--- config.mk ---
export PLATFORM = sky130hd
export DESIGN_NAME = fsk_ctrl
export DESIGN_NICKNAME = d
export VERILOG_FILES = /design/src/hdl/fsk_pkg.sv /design/src/hdl/fsk_ctrl.sv
export SDC_FILE = /design/constraint.sdc
export NUM_CORES = 1
export LEC_CHECK = 0
export BUFFER_PORTS_ARGS = -buffer_cell sky130_fd_sc_hd__buf_2
export CAP_MARGIN = 30
export CORE_AREA = 8 8 45 47
export CTS_BUF_LIST = sky130_fd_sc_hd__clkbuf_16
export CTS_CLUSTER_DIAMETER = 200
export CTS_CLUSTER_SIZE = 10
export DETAILED_ROUTE_END_ITERATION = 7
export DIE_AREA = 0 0 53 55
export PLACE_DENSITY = 0.69
export SETUP_SLACK_MARGIN = 0.15
export SYNTH_ARGS = -nofsm -noshare
export SYNTH_HDL_FRONTEND = slang
export SYNTH_SLANG_ARGS = --single-unit
--- constraint.sdc ---
create_clock -name clk_i -period 1.7 [get_ports clk_i]
set_input_delay 0.17 -clock clk_i [delete_from_list [all_inputs] [get_ports clk_i]]
set_output_delay 0.17 -clock clk_i [all_outputs]
set_load 0.01 [all_outputs]
--- src/hdl/fsk_pkg.sv ---
// fsk_pkg: shared constants, types and the quarter-wave sine table of the FSK demodulator.
// No dependencies; every other file of the block but fsk_checker imports it.
`default_nettype none
package fsk_pkg;

  localparam int SAMPLE_BITS     = 16;
  localparam int SINE_TABLE_BITS = 10;
  localparam int FILTER_STAGES   = 4;

  localparam int QB       = SINE_TABLE_BITS - 2;
  localparam int QUARTER  = 1 << QB;
  localparam int STG_W    = (FILTER_STAGES > 1) ? $clog2(FILTER_STAGES) : 1;
  localparam int TAP_W    = $clog2(4 * FILTER_STAGES);
  localparam int CFG_IDX_W  = 2;
  localparam int CFG_DATA_W = 31;
  localparam int TIMER_W  = 25;
  localparam logic [STG_W-1:0] LAST_STG = STG_W'(FILTER_STAGES - 1);
  localparam logic [TIMER_W-1:0] ONE_SAMPLE = TIMER_W'(256);

  localparam longint unsigned SIN_A1 = 64'd1686629713;
  localparam longint unsigned SIN_A3 = 64'd693598564;
  localparam longint unsigned SIN_A5 = 64'd85569278;
  localparam longint unsigned SIN_A7 = 64'd5027044;

  typedef enum logic [CFG_IDX_W-1:0] {
    REG_LOW_STEP  = 2'd0,
    REG_HIGH_STEP = 2'd1,
    REG_ALPHA     = 2'd2,
    REG_PERIOD    = 2'd3
  } cfg_reg_e;

  localparam logic [1:0] TONE_LOW  = 2'd0;
  localparam logic [1:0] TONE_HIGH = 2'd1;
  localparam logic [1:0] TONE_NONE = 2'd2;

  typedef enum logic [2:0] {
    ST_IDLE, ST_LOOK, ST_MIX, ST_FMUL, ST_FUPD, ST_SQ, ST_ACC, ST_DECIDE
  } state_e;

  typedef enum logic [1:0] {
    MUL_MIX, MUL_FILT, MUL_SQ
  } mul_op_e;

  typedef struct packed {
    logic             load;
    logic             rom_rd;
    logic             mul_en;
    mul_op_e          mul_op;
    logic             tap_wr;
    logic             acc_en;
    logic             decide;
    logic [1:0]       ch;
    logic [STG_W-1:0] stage;
  } cmd_t;

  typedef struct packed {
    logic out_busy;
  } status_t;

  typedef logic [QUARTER:0][14:0] sine_rom_t;

  // Quarter-wave magnitude, odd polynomial in Q30, rounded to Q15.
  function automatic sine_rom_t build_sine_rom();
    sine_rom_t rom;
    longint unsigned u, u2, p, y;
    for (int r = 0; r <= QUARTER; r++) begin
      u  = longint'(r) << (30 - QB);
      u2 = (u * u) >> 30;
      p  = SIN_A7;
      p  = SIN_A5 - ((p * u2) >> 30);
      p  = SIN_A3 - ((p * u2) >> 30);
      p  = SIN_A1 - ((p * u2) >> 30);
      y  = (p * u) >> 30;
      y  = (y + 64'd16384) >> 15;
      if (y > 64'd32767) y = 64'd32767;
      rom[r] = y[14:0];
    end
    return rom;
  endfunction

  localparam sine_rom_t SINE_ROM = build_sine_rom();

endpackage
`default_nettype wire

--- src/hdl/fsk_ctrl.sv ---
// fsk_ctrl: sequencer that steps the shared multiplier through mix, filter and power.
// Depends on fsk_pkg for state, command and status types.
`default_nettype none
module fsk_ctrl
  import fsk_pkg::*;
(
  input  wire logic    clk_i,
  input  wire logic    rst_ni,
  input  wire logic    in_valid_i,
  output logic         in_ready_o,
  input  wire status_t status_i,
  output cmd_t         cmd_o
);

  state_e           state_q, state_d;
  logic [1:0]       ch_q, ch_d;
  logic [STG_W-1:0] stg_q, stg_d;

  always_ff @(posedge clk_i or negedge rst_ni) begin
    if (!rst_ni) begin
      state_q <= ST_IDLE;
      ch_q    <= '0;
      stg_q   <= '0;
    end else begin
      state_q <= state_d;
      ch_q    <= ch_d;
      stg_q   <= stg_d;
    end
  end

  always_comb begin
    state_d    = state_q;
    ch_d       = ch_q;
    stg_d      = stg_q;
    in_ready_o = 1'b0;
    cmd_o      = '0;
    cmd_o.ch   = ch_q;
    cmd_o.stage = stg_q;
    cmd_o.mul_op = MUL_MIX;
    unique case (state_q)
      ST_IDLE: begin
        in_ready_o = 1'b1;
        if (in_valid_i) begin
          cmd_o.load = 1'b1;
          ch_d       = '0;
          state_d    = ST_LOOK;
        end
      end
      ST_LOOK: begin
        cmd_o.rom_rd = 1'b1;
        state_d      = ST_MIX;
      end
      ST_MIX: begin
        cmd_o.mul_en = 1'b1;
        cmd_o.mul_op = MUL_MIX;
        stg_d        = '0;
        state_d      = ST_FMUL;
      end
      ST_FMUL: begin
        cmd_o.mul_en = 1'b1;
        cmd_o.mul_op = MUL_FILT;
        state_d      = ST_FUPD;
      end
      ST_FUPD: begin
        cmd_o.tap_wr = 1'b1;
        if (stg_q == LAST_STG) begin
          ch_d = ch_q + 2'd1;
          state_d = (ch_q == 2'd3) ? ST_SQ : ST_LOOK;
        end else begin
          stg_d   = stg_q + STG_W'(1);
          state_d = ST_FMUL;
        end
      end
      ST_SQ: begin
        cmd_o.mul_en = 1'b1;
        cmd_o.mul_op = MUL_SQ;
        cmd_o.stage  = LAST_STG;
        state_d      = ST_ACC;
      end
      ST_ACC: begin
        cmd_o.acc_en = 1'b1;
        ch_d         = ch_q + 2'd1;
        state_d      = (ch_q == 2'd3) ? ST_DECIDE : ST_SQ;
      end
      ST_DECIDE: begin
        if (!status_i.out_busy) begin
          cmd_o.decide = 1'b1;
          state_d      = ST_IDLE;
        end
      end
      default: state_d = ST_IDLE;
    endcase
  end

endmodule
`default_nettype wire

==> reports/results.tsv, run 1 <==
stage	metric	value	unit
outcome	status	finished, final reports clean	
pwr	Pint	0.000909	W
worst_setup_path	worst r2r dst	ch_q[1]	
global_routing	Total GRT Usage	9.73	%
floorplan	die extent in x	53	um
clocking	Clock Latency Late Sink	230	ps
synth	number of synthesized flops with an enable pin	0	
route	DRT Pass-1 Iters	4	
worst_setup_path	Reg2Reg Launch Point	stg_q[0]	
synth	Yosys reg bits	7	
job	Max Cap Viol	0	
route	Antenna Violating Nets Remaining	0	
layout	Sequential Area	179	um^2
worst_setup_path	WP data required	1530	ps
pwr	P_sw	0.000651	W
timing	worst slew pin tran	297	ps
synth	Yosys top cell area share	35.6	%
global_routing	vias in the first global route	452	
pwr	worst IR drop on VDD	0.960	mV
floorplan	Site Rows	14	
worst_hold_path	Hold Crit Start	in_valid_i	
pwr	Clock Power Share	25.6	%
clocking	CTS tree	done	
timing	Final TNS setup	0	ps
worst_setup_path	crit end category	output port	
floorplan	Initial Utilization	35.5	%
synth	synth warn	0	
worst_setup_path	arrival time worst endpoint	1260	ps
synth	net count after synthesis	61	
global_routing	pin count of the biggest net entering global routing	17	
clocking	# clock sinks	7	
worst_setup_path	setup slack, reg-to-reg	380	ps
pwr	Comb pwr share	48.2	%
timing	Hold Vio Cnt, Final	0	
route	via count	479	
clocking	clock buffer depth	2	
worst_hold_path	Min-Delay Path Class	input pin to register	
route	routed len/inst	13.5	um
synth	synth top area cells	dfrtp_1, o2bb2ai_1, nor2_1, ha_1, nor3_2	
route	Via density	5.26	
placement	DP Worst Slack	345	ps
placement	GP Congestion	0.799	
clocking	total CTS buffers	3	
pwr	Net Sw Frac	41.7	%
placement	port bufs	16	
layout	layout cells sized above 1	38.7	%
worst_setup_path	Crit Path Max Fanout	11	
worst_hold_path	hold endpoint	state_q[0]	
clocking	H-tree depth	1	
layout	P&R area growth vs syn	36.9	%
route	Residual DRC	0	
layout	multi-input logic area	272	um^2
route	DRT iter0 DRCs	9	
timing	Max Slew Vio Count	0	
synth	synthesized area	492	um^2
layout	nets@finish	82	
placement	dpl hpwl	842	um
synth	Main synth FF type	dfrtp_1	
global_routing	total grt overflow	0	
synth	Commonest cells post-synth	dfrtp_1, nor2_1, inv_1, o2bb2ai_1	
global_routing	global-route wire length before repair	1950	um
clocking	Clock Pin Slew Worst Setup and Hold Paths	40	ps
worst_setup_path	WS Path Type	register to output port	
layout	antenna diode count	0	
synth	Syn Inst Count	55	
timing	slew margin rel.	80.1	%
pwr	proportion of power drawn by flip-flops and latches	26.2	%
synth	distinct cell type count after synthesis	30	
timing	final worst path period need	1430	ps
route	Post-Route WL	1220	um
synth	area leader, netlist	dfrtp_1	
worst_setup_path	reg2reg path depth	4	
timing	RSZ-0062 raised after global routing	no	
pwr	Leak Pwr	0.333	nW
synth	Post-synth ARST share	100	%
timing	Clock Skew	2.98	ps
timing	post-route clock period utilization	84.0	%
layout	layout filler cell count	136	
timing	Fmax	700	MHz
floorplan	die area	2920	um^2
floorplan	num ports	17	
clocking	Root Buffer	clkbuf_16	
worst_hold_path	WHS Path Cells	3	
floorplan	DIE HEIGHT	55	um
global_routing	initial antenna violation count	0	
synth	syn_area_per_cell	8.94	um^2
pwr	PD cells	2320	nW/um^2
timing	final worst slack	272	ps
worst_setup_path	Setup crit start kind	register	
timing	final-report setup violation count	0	
synth	Seq/Total Area, Yosys	35.6	%
floorplan	CORE AREA	1380	um^2
[kinds of logic after synthesis]
group	share of synthesized area, %
AO/OA/AOI/OAI	25.4
AND/OR/NAND/NOR	22.6
buffers and inverters	9.16
flip-flops	35.6
multiplexers	2.04
adder cells (fa/ha/maj)	5.09
[per-stage QoR]
step / hold WS (ps) / total power, W / instance area [um^2] / cells / util, %
floorplan: -126 / 0.000931 / 492 / 55 / -
global placement: 16.1 / 0.00109 / 566 / 84 / 40.9
detailed placement: 17.1 / 0.00111 / 566 / 84 / 40.9
CTS: 240 / 0.00153 / 656 / 89 / 47.4
global route: 278 / 0.00169 / 673 / 91 / 48.6
finish: 241 / 0.00156 / 673 / 91 / 48.6
[cells in the final DEF (no fill, tap or decap)]
| cell | synthesis | routed |
|---|---|---|
| buf_4 | 2 | 2 |
| o21ai_1 | 1 | 1 |
| nor3_1 | 1 | 1 |
| a32oi_1 | 1 | 1 |
| a31oi_1 | 1 | 1 |
| or2_1 | 1 | 1 |
| o21ai_0 | 2 | 2 |
| clkbuf_16 | 0 | 3 |
| buf_2 | 0 | 16 |
| dfrtp_1 | 7 | 4 |
| nor3_2 | 2 | 2 |
| a21oi_1 | 2 | 2 |
| dlygate4sd3_1 | 0 | 1 |
| inv_2 | 1 | 1 |
| mux2i_1 | 1 | 1 |
| nand2_1 | 2 | 2 |
| ha_1 | 2 | 2 |
| nor2b_2 | 1 | 1 |
| o221ai_1 | 1 | 1 |
| nor2b_1 | 1 | 1 |
| a211oi_2 | 1 | 1 |
| and2_1 | 1 | 1 |
| nor3b_1 | 1 | 1 |
| o211ai_1 | 1 | 1 |
| o2bb2ai_1 | 4 | 4 |
| a211oi_1 | 1 | 1 |
| nand2b_1 | 2 | 2 |
| nor2_1 | 7 | 7 |
| a22oi_1 | 1 | 1 |
| inv_1 | 4 | 5 |
| nand3_1 | 1 | 1 |
| o22ai_1 | 1 | 1 |
| dfrtp_2 | 0 | 3 |
[critical path, cell delays in order, from the launching register on]
cell and delay [ps]:
dfrtp_2 470, buf_4 180, nor3_2 120, and2_1 140, buf_2 120
[state kept, by name (all words and copies together) (netlist names)]
name	cells
state_q	3
ch_q	2
stg_q	2
[worst max-delay path by stage]
| stage | startpoint | end | slack [ps] | depth (start not counted) |
|---|---|---|---|---|
| after floorplan | stg_q[0] | ch_q[1] | 480 | 4 |
| after global placement | stg_q[0] | ch_q[1] | 390 | 4 |
| after detailed placement | state_q[1] | cmd_o[9] | 340 | 4 |
| after CTS | state_q[2] | cmd_o[4] | 210 | 3 |
| after global routing | state_q[1] | cmd_o[9] | 190 | 4 |
| final | state_q[1] | cmd_o[11] | 270 | 4 |
[power by group through the flow]
stage / logic (W) / registers, W / clock network (W)
after floorplan: 0.000607 / 0.000324 / 0
after global placement: 0.000684 / 0.000410 / 0
after detailed placement: 0.000696 / 0.000415 / 0
after CTS: 0.000701 / 0.000416 / 0.000408
after global routing: 0.000851 / 0.000425 / 0.000418
final: 0.000752 / 0.000408 / 0.000400
[per-layer routing]
| metal | wire length (um) | vias up | GRT usage (%) |
|---|---|---|---|
| li1 | - | 238 | - |
| met1 | 537 | 219 | 10.5 |
| met2 | 523 | 17 | 13.7 |
| met3 | 115 | 5 | 4.01 |
| met4 | 46 | 0 | 10.3 |
| met5 | 0 | - | 0 |
[final cells by class]
cell class | instances | area share (%)
Tap cell | 16 | 2.97
Multi-Input combinational cell | 40 | 40.3
Inverter | 5 | 2.79
Clock inverter | 1 | 0.558
Clock buffer | 3 | 11.2
Sequential cell | 7 | 26.6
Timing Repair Buffer | 19 | 15.6
[timing repair]
| item | in CTS | in global routing |
|---|---|---|
| setup endpoints to repair | 3 | 3 |
| gates resized for setup | 1 | 2 |
| buffers inserted | 0 | 2 |
| hold buffers | 1 | 0 |
| endpoints found under the hold margin | 7 | 0 |
(Power assumes the default switching activity.)
==> run 2, diff against run 1 <==
--- a/config.mk
+++ b/config.mk
@@ -13,7 +13,7 @@
 export CTS_CLUSTER_SIZE = 10
 export DETAILED_ROUTE_END_ITERATION = 7
 export DIE_AREA = 0 0 53 55
-export PLACE_DENSITY = 0.69
+export PLACE_DENSITY = 0.71
 export SETUP_SLACK_MARGIN = 0.15
 export SYNTH_ARGS = -nofsm -noshare
 export SYNTH_HDL_FRONTEND = slang
==> constraint.sdc (replaced) <==
create_clock -name clk_i -period 1.15 [get_ports clk_i]
set_input_delay 0.115 -clock clk_i [delete_from_list [all_inputs] [get_ports clk_i]]
set_output_delay 0.115 -clock clk_i [all_outputs]
set_load 0.01 [all_outputs]
==> reports/results.tsv, run 2 (synthesized netlist as in run 1, its figures left out) <==
stage	metric	value	unit	change
placement	port bufs	16		unchanged
worst_setup_path	CP most frequent cell	buf_6		
global_routing	M1 GR Usage	14.8	%	was 10.5%
pwr	Leak Pwr	0.499	nW	was 0.333 nW
global_routing	Total GRT Usage	15.6	%	was 9.73%
timing	post-route clock period utilization	121	%	
worst_setup_path	worst path cell trace	buf_6 > buf_6 > nor3_4 > buf_2		was buf_4 > nor3_2 > and2_1 > buf_2
outcome	violated checks	negative setup slack		
layout	multi-input logic area	398	um^2	was 272 um^2
worst_setup_path	crit path max-delay cell type	dfrtp_2		unchanged
layout	Largest Register	state_q		unchanged
layout	layout cells sized above 1	72.7	%	was 38.7%
clocking	H-tree depth	1		unchanged
global_routing	initial antenna violation count	0		unchanged
clocking	Root Buffer	clkbuf_16		unchanged
route	routed len/inst	19.7	um	was 13.5 um
worst_setup_path	Slowest Stage Delay on Critical Path	430	ps	was 470 ps
timing	RSZ-0062 raised after global routing	yes		was no
floorplan	num ports	17		unchanged
clocking	total CTS buffers	3		unchanged
outcome	status	finished, violations left		was finished, final reports clean
clocking	Clock Pin Slew Worst Setup and Hold Paths	40	ps	about the same
layout	Largest regs	state_q (3), ch_q (2), stg_q (2)		unchanged
layout	number of flip-flops in the largest register	3		unchanged
worst_setup_path	WS Path Type	register to output port		unchanged
worst_setup_path	Setup crit start kind	register		unchanged
global_routing	busiest grt layer	met2		unchanged
floorplan	DIE HEIGHT	55	um	unchanged
global_routing	pin count of the biggest net entering global routing	8		was 17
worst_hold_path	Min-Delay Path Class	input pin to register		unchanged
layout	Core Util, Final	77.1	%	was 48.6%
timing	Fmax	716	MHz	
floorplan	Site Rows	14		unchanged
timing	final worst path period need	1400	ps	
layout	P&R area growth vs syn	117	%	was 36.9%
route	via count	626		was 479
global_routing	total grt overflow	0		unchanged
worst_setup_path	arrival time worst endpoint	1280	ps	was 1260 ps
layout	Sequential Area	179	um^2	unchanged
route	Antenna Violating Nets Remaining	0		unchanged
layout	layout filler cell count	80		was 136
timing	Hold Vio Cnt, Final	0		unchanged
pwr	PD cells	3570	nW/um^2	was 2320 nW/um^2
worst_setup_path	Crit Path Max Fanout	4		was 11
clocking	CTS tree	done		unchanged
route	DRT Pass-1 Iters	4		unchanged
global_routing	met2 Use GR	27.3	%	was 13.7%
job	Max Cap Viol	0		unchanged
layout	most common cell after layout, fill and taps aside	buf_6		was buf_2
timing	Max Slew Vio Count	0		unchanged
placement	DP Worst Slack	-70.4	ps	was 345 ps
floorplan	CORE AREA	1380	um^2	unchanged
global_routing	global-route wire length before repair	3080	um	was 1950 um
timing	final-report setup violation count	17		was 0
layout	nets@finish	106		was 82
clocking	# clock sinks	7		unchanged
floorplan	Initial Utilization	35.5	%	unchanged
pwr	worst IR drop on VDD	2.05	mV	was 0.960 mV
route	Residual DRC	0		unchanged
route	DRT iter0 DRCs	16		was 9
timing	slew margin rel.	83.8	%	was 80.1%
clocking	Clock Latency Late Sink	230	ps	about the same
worst_setup_path	WP data required	1030	ps	was 1530 ps
placement	dpl hpwl	1090	um	was 842 um
timing	Final TNS setup	-2280	ps	was 0 ps
global_routing	vias in the first global route	616		was 452
layout	most frequent cells in the layout	buf_6, buf_4, buf_2		was buf_2, nor2_1, inv_1
worst_setup_path	crit end category	output port		unchanged
route	Post-Route WL	2280	um	was 1220 um
floorplan	die extent in x	53	um	unchanged
timing	worst slew pin tran	240	ps	was 297 ps
timing	final worst slack	-246	ps	was 272 ps
route	Via density	5.40		was 5.26
floorplan	die area	2920	um^2	unchanged
clocking	clock buffer depth	2		unchanged
placement	GP Congestion	0.781		was 0.799
timing	Clock Skew	5.67	ps	was 2.98 ps
global_routing	met3 Usage GRT	5.08	%	was 4.01%
run 2: changes by cell type in the layout (fill, tap and decap cells not counted), moves of 2 or more:
cell,change
o2bb2ai_2,+2
inv_4,+2
nand2_1,-2
buf_2,-5
nor2_4,+2
buf_4,+11
o2bb2ai_1,-2
nor2_2,+2
buf_6,+18
nor3_2,-2
nor2_1,-4
nor3_4,+3
run 2: where the power goes:
group	internal, W	switching (W)	leakage (nW)
Combinational	0.00140	0.00123	0.374
Clock	0.000453	0.000139	0.0423
Sequential	0.000382	0.000209	0.0825
Total	0.00224	0.00158	0.499
run 2: cell type report:
type	count	area share, %
Timing Repair Buffer	43	34.2
Tap cell	16	1.88
Multi-Input combinational cell	40	37.3
Sequential cell	7	16.8
Inverter	5	2.23
Clock inverter	1	0.352
Antenna cell	1	0.234
Clock buffer	3	7.03
run 2: layer usage:
layer,vias to the layer above,part of all wire (%)
met5,-,0
met4,0,6.4
met3,12,5.0
met2,24,54
met1,303,34
li1,287,-
run 2: per-stage QoR:
| stage | total power [W] | std cells | area [um^2] | hold WS [ps] |
|---|---|---|---|---|
| after detailed placement | 0.00202 | 96 | 677 | -36.4 |
| after floorplan | 0.00145 | 55 | 517 | -181 |
| after CTS | 0.00321 | 111 | 940 | 184 |
| after global placement | 0.00198 | 96 | 677 | -42.3 |
| after global routing | 0.00402 | 115 | 1060 | 226 |
| final | 0.00381 | 116 | 1070 | 199 |
run 2: path summary, 6_finish.rpt:
check,start,end,slack (ps),cells past startpoint
worst min register to register,ch_q[0],ch_q[0],610,2
worst max-delay path,state_q[1],cmd_o[10],-250,4
worst max register to register,state_q[1],stg_q[0],-200,7
max in group asynchronous,rst_ni,state_q[0],670,2
worst min-delay path,in_valid_i,state_q[0],200,3
min in group asynchronous,rst_ni,state_q[2],290,2
run 2: what timing repair did:
action,4_1_cts,5_1_grt
resized for setup,26,22
setup endpoints to repair,18,20
hold buffers,1,0
endpoints found under the hold margin,7,0
setup buffers,10,4
pin swaps,9,5
run 2: worst max-delay path, delay by kind of cell, from the launching register on:
family,cells,cell delay (ps)
flops,1,430
buf+inv,3,420
simple gates,1,190
==> run 3, diff against run 2 <==
==> constraint.sdc (replaced) <==
create_clock -name clk_i -period 1.15 [get_ports clk_i]
set_input_delay 0.0575 -clock clk_i [delete_from_list [all_inputs] [get_ports clk_i]]
set_output_delay 0.0575 -clock clk_i [all_outputs]
set_load 0.01 [all_outputs]
==> reports/results.tsv, run 3 (synthesized netlist as in run 1, its figures left out) <==
stage	metric	value	unit	change
timing	worst slew pin tran	276	ps	was 240 ps
worst_setup_path	setup slack, reg-to-reg	-50	ps	was -200 ps
worst_setup_path	crit end category	output port		unchanged
clocking	H-tree depth	1		unchanged
job	Max Cap Viol	0		unchanged
worst_hold_path	WHS Path Cells	3		unchanged
worst_setup_path	worst r2r dst	stg_q[1]		was stg_q[0]
placement	dpl hpwl	974	um	was 1090 um
worst_setup_path	arrival time worst endpoint	1200	ps	was 1280 ps
floorplan	die area	2920	um^2	unchanged
timing	Fmax	798	MHz	was 716 MHz
timing	RSZ-0062 raised after global routing	yes		unchanged
placement	GP Congestion	0.815		was 0.781
worst_setup_path	WS Path Type	register to output port		unchanged
floorplan	CORE AREA	1380	um^2	unchanged
worst_setup_path	Reg2Reg Launch Point	state_q[2]		was state_q[1]
route	Antenna Violating Nets Remaining	0		unchanged
route	DRT Pass-1 Iters	6		was 4
route	Via density	5.51		was 5.40
clocking	CTS tree	done		unchanged
clocking	Root Buffer	clkbuf_16		unchanged
timing	final worst path period need	1250	ps	was 1400 ps
layout	number of flip-flops in the largest register	3		unchanged
outcome	status	finished, violations left		unchanged
worst_setup_path	CP top delay family	flip-flops		unchanged
timing	Hold Vio Cnt, Final	0		unchanged
worst_setup_path	worst path bufs/invs	2		was 3
global_routing	pin count of the biggest net entering global routing	8		unchanged
timing	slew margin rel.	81.5	%	was 83.8%
worst_setup_path	Crit Path Max Fanout	6		was 4
timing	Clock Skew	2.89	ps	was 5.67 ps
timing	post-route clock period utilization	109	%	was 121%
layout	P&R area growth vs syn	90.6	%	was 117%
worst_hold_path	Hold Crit Start	in_valid_i		unchanged
layout	Largest regs	state_q (3), ch_q (2), stg_q (2)		unchanged
floorplan	Initial Utilization	35.5	%	unchanged
route	Residual DRC	0		unchanged
layout	most frequent cells in the layout	buf_2, buf_4, buf_6		was buf_6, buf_4, buf_2
global_routing	Total GRT Usage	11.2	%	was 15.6%
global_routing	vias in the first global route	536		was 616
timing	Worst Hold Slack	176	ps	was 199 ps
timing	final-report setup violation count	15		was 17
route	DRT iter0 DRCs	25		was 16
global_routing	total grt overflow	0		unchanged
worst_setup_path	CP most frequent cell	buf_2		was buf_6
clocking	Clock Pin Slew Worst Setup and Hold Paths	40	ps	about the same
route	via count	595		was 626
clocking	Clock Latency Late Sink	230	ps	about the same
floorplan	die extent in x	53	um	unchanged
layout	layout cells sized above 1	66.3	%	was 72.7%
layout	nets@finish	99		was 106
worst_setup_path	Slowest Stage Delay on Critical Path	480	ps	was 430 ps
worst_setup_path	worst path cell trace	buf_2 > nor3_1 > buf_2		was buf_6 > buf_6 > nor3_4 > buf_2
floorplan	num ports	17		unchanged
worst_hold_path	Min-Delay Path Class	input pin to register		unchanged
floorplan	DIE HEIGHT	55	um	unchanged
worst_setup_path	WP data required	1090	ps	was 1030 ps
global_routing	initial antenna violation count	0		unchanged
placement	port bufs	16		unchanged
timing	final worst slack	-103	ps	was -246 ps
floorplan	Site Rows	14		unchanged
route	routed len/inst	16.6	um	was 19.7 um
outcome	violated checks	negative setup slack		unchanged
pwr	PD cells	3550	nW/um^2	was 3570 nW/um^2
pwr	worst IR drop on VDD	1.51	mV	was 2.05 mV
layout	most common cell after layout, fill and taps aside	buf_2		was buf_6
worst_setup_path	Setup crit start kind	register		unchanged
pwr	Leak Pwr	0.444	nW	was 0.499 nW
timing	Max Slew Vio Count	0		unchanged
worst_hold_path	hold endpoint	state_q[0]		unchanged
clocking	total CTS buffers	3		unchanged
placement	DP Worst Slack	-40.6	ps	was -70.4 ps
worst_setup_path	crit path max-delay cell type	dfrtp_2		unchanged
layout	antenna diode count	0		was 1
clocking	clock buffer depth	2		unchanged
layout	Largest Register	state_q		unchanged
global_routing	global-route wire length before repair	2350	um	was 3080 um
worst_setup_path	reg2reg path depth	4		was 7
clocking	# clock sinks	7		unchanged
route	Post-Route WL	1790	um	was 2280 um
-- run 3: metal layers --
metal  wire [um]  global-route usage, %  vias to the layer above
li1            -                      -                      270
met1         648                   12.0                      270
met2         887                   19.1                       43
met3         157                   2.94                       12
met4         100                   7.76                        0
met5           0                      0                        -
-- run 3: worst max-delay path by stage --
stage / start / end / slack [ps] / depth (start not counted)
floorplan: stg_q[0] / ch_q[1] / -10 / 4
global placement: stg_q[1] / ch_q[1] / -1 / 4
detailed placement: stg_q[1] / ch_q[1] / -40 / 4
CTS: state_q[0] / cmd_o[11] / -90 / 4
global route: state_q[1] / cmd_o[11] / -160 / 4
finish: state_q[2] / cmd_o[10] / -100 / 3
-- run 3: final cells by class --
cell class              instances  area, um^2
fillers                       106         447
multi-input cells              40         369
repair buffers                 36         264
flip-flops and latches          7         179
clock buffers                   3        75.1
inverters                       5        26.3
well taps                      16        20.0
clock inverters                 1        3.75
-- run 3: repair_timing --
item | 4_1_cts | 5_1_grt
buffers inserted | 7 | 3
hold buffers | 1 | 0
pin swaps | 4 | 9
hold endpoints to repair | 7 | 0
endpoints found under the setup margin | 18 | 18
resized for setup | 12 | 24
-- run 3: worst reg2reg max path: stages (launching register included) --
cell and delay [ps]:
dfrtp_2 480, buf_2 170, nor2b_2 150, a32oi_1 180, o2bb2ai_1 90
-- run 3: stage by stage --
step | power, W | instance area, um^2 | cells | setup TNS, ps | util, %
final | 0.00333 | 937 | 108 | -657 | 67.7
after global routing | 0.00352 | 937 | 108 | -1450 | 67.7
after CTS | 0.00284 | 828 | 105 | -491 | 59.9
after detailed placement | 0.00192 | 652 | 93 | -59.8 | 47.1
after global placement | 0.00188 | 652 | 93 | -1.13 | 47.1
after floorplan | 0.00143 | 510 | 55 | -10.9 | -
-- run 3: power breakdown --
group | switching, W | total, W | leakage, nW | internal, W
Sequential | 0.000176 | 0.000558 | 0.0825 | 0.000382
Clock | 0.000147 | 0.000600 | 0.0423 | 0.000454
Combinational | 0.00106 | 0.00217 | 0.320 | 0.00111
